[src/hw/rtl/bop_pkg.sv]
package bop_pkg;

    localparam int PRICE_W  = 32;
    localparam int FRAC_Q30 = 30;
    localparam int MAX_STEPS = 1024;
    localparam int IDX_W    = 11;
    localparam int ROW_DEPTH = MAX_STEPS + 1;
    localparam int ADDR_W   = 5;

    localparam logic [IDX_W-1:0]   MAX_STEPS_V = IDX_W'(MAX_STEPS);
    localparam logic [30:0]        Q30_ONE     = 31'h4000_0000;

    // register indexes
    localparam logic [2:0] REG_UP_FACTOR   = 3'd0;
    localparam logic [2:0] REG_DOWN_FACTOR = 3'd1;
    localparam logic [2:0] REG_UP_PROB     = 3'd2;
    localparam logic [2:0] REG_DISCOUNT    = 3'd3;
    localparam logic [2:0] REG_STEP_COUNT  = 3'd4;
    localparam logic [2:0] REG_OPTION_KIND = 3'd5;

    localparam logic [1:0] KIND_EURO_CALL = 2'd0;
    localparam logic [1:0] KIND_EURO_PUT  = 2'd1;
    localparam logic [1:0] KIND_AMER_CALL = 2'd2;
    localparam logic [1:0] KIND_AMER_PUT  = 2'd3;

    localparam logic [IDX_W-1:0] STEP_COUNT_RESET = 11'd30;

    typedef enum logic [3:0] {
        OP_NONE,
        OP_START,
        OP_DOWN,
        OP_DOWN_END,
        OP_LEAF,
        OP_UP,
        OP_LDEC,
        OP_LV,
        OP_LV2,
        OP_RD,
        OP_MP,
        OP_MQ,
        OP_SUM,
        OP_DISC,
        OP_OUT
    } dp_op_t;

    typedef struct packed {
        dp_op_t op;
    } dp_cmd_t;

    typedef struct packed {
        logic cnt_eq_n;
        logic cnt_eq_lvl;
        logic lvl_zero;
        logic american;
        logic out_free;
    } dp_status_t;

    // round(a*b / 2^30), saturated; bit 32 flags saturation
    function automatic logic [PRICE_W:0] mul_q30(input logic [PRICE_W-1:0] a,
                                                 input logic [31:0] b);
        logic [PRICE_W+31:0] prod;
        logic [PRICE_W+32:0] sum;
        logic [PRICE_W+2:0]  res;
        begin
            prod = a * b;
            sum  = {1'b0, prod} + (PRICE_W+33)'(1 << (FRAC_Q30 - 1));
            res  = sum[PRICE_W+32:FRAC_Q30];
            if (res[PRICE_W+2:PRICE_W] != 3'd0)
                mul_q30 = {1'b1, {PRICE_W{1'b1}}};
            else
                mul_q30 = {1'b0, res[PRICE_W-1:0]};
        end
    endfunction

    function automatic logic [PRICE_W-1:0] payoff(input logic [PRICE_W-1:0] price,
                                                  input logic [PRICE_W-1:0] strike,
                                                  input logic is_put);
        begin
            if (is_put)
                payoff = (strike > price) ? strike - price : '0;
            else
                payoff = (price > strike) ? price - strike : '0;
        end
    endfunction

endpackage

[src/hw/rtl/bop_ctrl.sv]
module bop_ctrl (
    input  logic                clk,
    input  logic                rst_n,
    input  logic                in_valid,
    output logic                in_stall,
    input  bop_pkg::dp_status_t status,
    output bop_pkg::dp_cmd_t    cmd
);
    import bop_pkg::*;

    typedef enum logic [3:0] {
        S_IDLE, S_DOWN, S_LEAF, S_UP1, S_UP2, S_LDEC, S_LV, S_LV2,
        S_RD, S_MP, S_MQ, S_SUM, S_DISC, S_UP3, S_UP4, S_FIN
    } state_t;

    state_t state_reg, state_next;
    dp_op_t op;

    assign in_stall = (state_reg != S_IDLE);
    assign cmd.op   = op;

    always_comb
    begin
        state_next = state_reg;
        op         = OP_NONE;
        unique case (state_reg)
            S_IDLE:
            begin
                if (in_valid)
                begin
                    op         = OP_START;
                    state_next = S_DOWN;
                end
            end
            S_DOWN:
            begin
                if (status.cnt_eq_n)
                begin
                    op         = OP_DOWN_END;
                    state_next = S_LEAF;
                end
                else
                    op = OP_DOWN;
            end
            S_LEAF:
            begin
                op         = OP_LEAF;
                state_next = status.cnt_eq_n ? S_LDEC : S_UP1;
            end
            S_UP1:
            begin
                op         = OP_UP;
                state_next = S_UP2;
            end
            S_UP2:
            begin
                op         = OP_UP;
                state_next = S_LEAF;
            end
            S_LDEC:
            begin
                op         = OP_LDEC;
                state_next = S_LV;
            end
            S_LV:
            begin
                op         = OP_LV;
                state_next = S_LV2;
            end
            S_LV2:
            begin
                op         = OP_LV2;
                state_next = S_RD;
            end
            S_RD:
            begin
                op         = OP_RD;
                state_next = S_MP;
            end
            S_MP:
            begin
                op         = OP_MP;
                state_next = S_MQ;
            end
            S_MQ:
            begin
                op         = OP_MQ;
                state_next = S_SUM;
            end
            S_SUM:
            begin
                op         = OP_SUM;
                state_next = S_DISC;
            end
            S_DISC:
            begin
                op = OP_DISC;
                if (status.cnt_eq_lvl)
                    state_next = status.lvl_zero ? S_FIN : S_LDEC;
                else
                    state_next = status.american ? S_UP3 : S_RD;
            end
            S_UP3:
            begin
                op         = OP_UP;
                state_next = S_UP4;
            end
            S_UP4:
            begin
                op         = OP_UP;
                state_next = S_RD;
            end
            S_FIN:
            begin
                if (status.out_free)
                begin
                    op         = OP_OUT;
                    state_next = S_IDLE;
                end
            end
            default: state_next = S_IDLE;
        endcase
    end

    always_ff @(posedge clk or negedge rst_n)
    begin
        if (!rst_n)
            state_reg <= S_IDLE;
        else
            state_reg <= state_next;
    end

endmodule

[config.mk]
export PLATFORM = sky130hd
export DESIGN_NAME = bop_ctrl
export DESIGN_NICKNAME = d
export VERILOG_FILES = /design/src/hw/rtl/bop_pkg.sv /design/src/hw/rtl/bop_ctrl.sv
export SDC_FILE = /design/constraint.sdc
export NUM_CORES = 1
export LEC_CHECK = 0
export BUFFER_PORTS_ARGS = -buffer_cell sky130_fd_sc_hd__buf_2
export CAP_MARGIN = 20
export CORE_AREA = 3 3 40 42
export DETAILED_ROUTE_END_ITERATION = 10
export DIE_AREA = 0 0 43 45
export PLACE_DENSITY = 0.56
export SKIP_CTS_REPAIR_TIMING = 1
export SYNTH_ARGS = -nofsm -noshare
export SYNTH_HDL_FRONTEND = slang
export SYNTH_SLANG_ARGS = --single-unit
[constraint.sdc]
create_clock -name clk -period 1.3 [get_ports clk]
set_input_delay 0.26 -clock clk [delete_from_list [all_inputs] [get_ports clk]]
set_output_delay 0.26 -clock clk [all_outputs]
set_load 0.005 [all_outputs]
==> impl_metrics.ini, run 1 <==
[status]
status = finished, violations left
violations = setup timing

[clock_tree]
cts_tree = yes
htreeDepth = 1
cts_made_buffers = 3
clk_latency_ns = 0.23
clockRootBuffer = clkbuf_4
clock-sinks = 4
cts_buffer_depth = 2
clkTransAtPathRegs_ns = 0.04

[grt]
grt_max_degree = 11
grt_overflow = 0
track_usage_pct = 13.0
busiest_layer = met2
gr-usage-met3_pct = 2.79
grt_pass1_vias = 427
antenna_found_initial = 0
met1_usage_pct = 16.4
grt.met2_usage_pct = 20.7
grt_pass1_wl_mm = 1.86

[placed_design]
gp_congestion = 0.842
pre_cts_ws_ns = -0.0649
hpwlAfterDp_microns = 922
port_buffers = 12

[power]
vdd_ir_drop_max_mv = 1.06
clockPowerShare_pct = 8.0
netSwitchingFraction_pct = 42.6
intPower_uw = 1080
leakagePower_uw = 0.000310
power_frac_comb_pct = 74.6
switchingPower_uw = 801
power_uw = 1880
pwr_density_cell_nw_per_um2 = 2610
seq_power_share_pct = 17.4

[synth]
async_flop_share_pct = 100
synth_seq_cells = 4
synth_cells = 59
synth-edff-count = 0
netlist.area_leader.share_pct = 22.6
avgSynthCellArea_sq_um = 7.51
syn_nets = 67
synth_seq_area_share_pct = 22.6
synth.area.top_cells = dfrtp_1 23%, o21ai_0 6.8%, nor2b_1 5.6%
ys_warn_count = 0
synth_top_area_cell = dfrtp_1
synthFlopType = dfrtp_1
synth_cell_types = 29
synthesis.area_sq_um = 443

[critical_path]
endpoint_kind = primary output
cp_max_fo = 6
worstPathArrival_ns = 1.25
start_kind = flop
worstSetupPathType = reg2out
worstPathRequired_ns = 1.04

[sta]
fin_skew_ns = 0.000625
fin_crit_sh_pct = 116
fmax_mhz = 663
setup_violations = 5
relSlewSlack_pct = 84.9
finalCriticalPeriod_ns = 1.51
rsz0062_at_grt = yes
tightest_slew_ns = 0.225
finalMaxSlewViolations = 0
layout_setup_ws_ns = -0.207
hold_viol = 0

[finish]
drive_above_1_share_pct = 57.6
final_common_cell = buf_4
area_growth_syn_to_layout_pct = 62.4
final_cell_mix = 13 x buf_4, 12 x buf_2, 4 x o21ai_1, 4 x a21oi_1, 4 x buf_6
largest_reg_flops = 4
diodes = 0
finalNetCount = 95
post-route-util_pct = 56.0

[floorplanning]
fp.dieH_microns = 45
die_w_microns = 43
core_sq_um = 1280
start_util_pct = 34.5
rows = 13
ioPinCount = 13
die-area_sq_um = 1940

[route]
num_vias = 536
vias_per_cell = 5.36
post-route-drc-count = 0
detail-route-antenna-nets = 0
dr.pass1.iters = 4
wl_per_cell_microns = 14.0
drt_wl_total_mm = 1.40
drtIter0Drc = 4

[hold_path]
hp-class = in2async

[job]
maxCapViolCount = 0
[path summary, 6_finish.rpt]
path,from,slack (ns),end,cells past startpoint
worst max register to register,state_reg[3],0.02,state_reg[1],4
worst min-delay path,rst_n,0.37,state_reg[1],2
worst max-delay path,state_reg[3],-0.21,cmd[1],4
worst min register to register,state_reg[0],0.72,state_reg[0],2
max in group asynchronous,rst_n,0.79,state_reg[2],2
min in group clk,in_valid,0.39,state_reg[0],3
[cells in the mapped netlist, drive strengths merged (2+ instances only)]
master and count:
nand2 4, o21ai 6, dfrtp 4, buf 6, xnor2 2, a21oi 4
a31oi 2, inv 4, nand3 2, o221ai 2, nor2 3, nor2b 4
[metrics by stage]
step / setup TNS [ns] / instance area [sq um] / cells / hold WS, ns
final: -0.871 / 719 / 100 / 0.374
after detailed placement: -0.118 / 571 / 91 / 0.0719
after CTS: -1.42 / 593 / 94 / -0.176
after global routing: -1.30 / 719 / 100 / 0.379
after global placement: -0.166 / 571 / 91 / 0.0705
after floorplan: 0 / 443 / 59 / -0.0356
[per-layer routing]
metal / share of wire [%] / vias to the layer above
met3: 6.5 / 4
met1: 44 / 241
met5: 0 / -
li1: - / 274
met2: 48 / 17
met4: 1.1 / 0
[logic make-up after synthesis]
kind of cell / Yosys count / synth area share, %
compound gates: 24 / 38.1
xor+xnor: 2 / 3.96
buf+inv: 11 / 12.7
flops: 4 / 22.6
mux: 1 / 2.26
simple gates: 17 / 20.3
[power by group through the flow]
stage / sequential, uW / clock (uW) / combinational [uW]
after global placement: 292 / 0 / 1090
after detailed placement: 291 / 0 / 1090
after CTS: 290 / 158 / 1090
after global routing: 341 / 162 / 1530
final: 328 / 150 / 1400
after floorplan: 205 / 0 / 774
[final cells by class]
cell class              instances  area (sq um)
fillers                       118           566
clock buffers                   3          22.5
repair buffers                 30           213
multi-input cells              44           347
well taps                      15          18.8
flip-flops and latches          4           104
inverters                       4          15.0
[worst max-delay path, stage by stage, from the launching register on]
cell and delay [ns]:
dfrtp_2 0.47, xnor2_2 0.17, o21ai_1 0.08, a22o_1 0.17
buf_2 0.12
No activity file was read; power rests on OpenSTA's default activity.
==> run 2, diff against run 1 <==
PLACE_DENSITY = default   (was 0.56)
PLACE_DENSITY_LB_ADDON = 0.15   (was default)
==> impl_metrics.ini, run 2 (same netlist as run 1, synthesis figures left out) <==
[status]
status = finished, violations left
violations = setup timing

[hold_path]
hp-class = in2async

[finish]
final_cell_mix = 14 x buf_4, 13 x buf_2, 4 x inv_1, 4 x nor2b_1
instances_no_fill = 100
n_fill_cell = 139
drive_above_1_share_pct = 50.6
diodes = 0
final_cell_area_sq_um = 676
finalNetCount = 95
area_growth_syn_to_layout_pct = 52.5
final_common_cell = buf_4
largest_reg_flops = 4

[critical_path]
worstPathRequired_ns = 1.04
crit_buf_inv = 1
worstPathArrival_ns = 1.25
max_stage_delay_ns = 0.46
crit_family = flip-flops
start_kind = flop
cp_max_fo = 7
crit_chain = xnor2_1, o21ai_1, a22o_1, buf_2
cp_slowest_cell = dfrtp_2
worstSetupPathType = reg2out
endpoint_kind = primary output

[route]
detail-route-antenna-nets = 0
num_vias = 552
drt_wl_total_mm = 1.46
vias_per_cell = 5.52
wl_per_cell_microns = 14.6
post-route-drc-count = 0
dr.pass1.iters = 4
drtIter0Drc = 11

[placed_design]
hpwlAfterDp_mm = 1.04
dp_cells = 94
pre_cts_ws_ns = -0.140
port_buffers = 12
placed_cell_area_sq_um = 593
gp_congestion = 0.750

[floorplanning]
start_util_pct = 34.5
rows = 13
core_sq_um = 1280
die-area_sq_um = 1940
fp.dieH_microns = 45
die_w_microns = 43
ioPinCount = 13

[sta]
fin_skew_ns = 0.00169
tightest_slew_ns = 0.285
finalMaxSlewViolations = 0
rsz0062_at_grt = yes
finalCriticalPeriod_ns = 1.51
hold_viol = 0
fmax_mhz = 663
relSlewSlack_pct = 81.0
layout_setup_ws_ns = -0.208
fin_crit_sh_pct = 116
setup_violations = 7

[grt]
antenna_found_initial = 0
grt_pass1_wl_mm = 2.24
grt_overflow = 0
track_usage_pct = 16.0
grt_pass1_vias = 510
grt_max_degree = 12

[clock_tree]
clkTransAtPathRegs_ns = 0.04
cts_made_buffers = 3
clock-sinks = 4
htreeDepth = 1
cts_buffer_depth = 2
cts_tree = yes
clockRootBuffer = clkbuf_4
clk_latency_ns = 0.24

[job]
maxCapViolCount = 0

[power]
vdd_ir_drop_max_mv = 1.15
pwr_density_cell_nw_per_um2 = 2610
leakagePower_uw = 0.000297
power_uw = 1760
==> run 2: worst reg2reg max path, stage by stage, from the launching register on <==
cell and delay (ns):
dfrtp_2 0.46, buf_2 0.19, nand2b_1 0.16, a2111oi_2 0.37, a31oi_1 0.08
==> run 2: per-stage QoR <==
stage	utilization [%]	TNS, ns	hold WS [ns]
after floorplan	-	0	-0.0356
after global placement	46.2	-0.291	0.0787
after detailed placement	46.2	-0.365	0.0748
after CTS	47.9	-1.62	-0.176
after global routing	52.6	-1.51	0.375
final	52.6	-1.05	0.360
==> run 2: metal layers <==
| layer | vias up | track usage [%] | part of all wire, % |
|---|---|---|---|
| li1 | 268 | - | - |
| met1 | 267 | 20.3 | 44 |
| met2 | 15 | 23.7 | 49 |
| met3 | 2 | 5.98 | 5.6 |
| met4 | 0 | 8.43 | 1.6 |
| met5 | - | 0 | 0 |
==> run 2: path summary, 6_finish.rpt <==
kind / from / endpoint / slack (ns) / cells after the start
worst max-delay path: state_reg[3] / cmd[1] / -0.21 / 4
worst min-delay path: rst_n / state_reg[0] / 0.36 / 2
worst max register to register: state_reg[3] / state_reg[1] / -0.08 / 4
worst min register to register: state_reg[0] / state_reg[0] / 0.65 / 2
max in group asynchronous: rst_n / state_reg[3] / 0.80 / 2
min in group clk: in_valid / state_reg[0] / 0.38 / 3
==> run 2: where the power goes <==
group	switching, uW	leakage [uW]	internal, uW
clock	54.7	0.0000138	104
sequential	113	0.0000461	194
combinational	607	0.000237	693
==> run 2: cell type report <==
class,instances,area (sq um),share of cell area [%]
sequential,4,103,15.2
clock buffer,3,22.5,3.33
tap,15,18.8,2.78
timing repair buffer,30,203,30.0
inverter,4,15.0,2.22
multi-input combinational,44,314,46.5
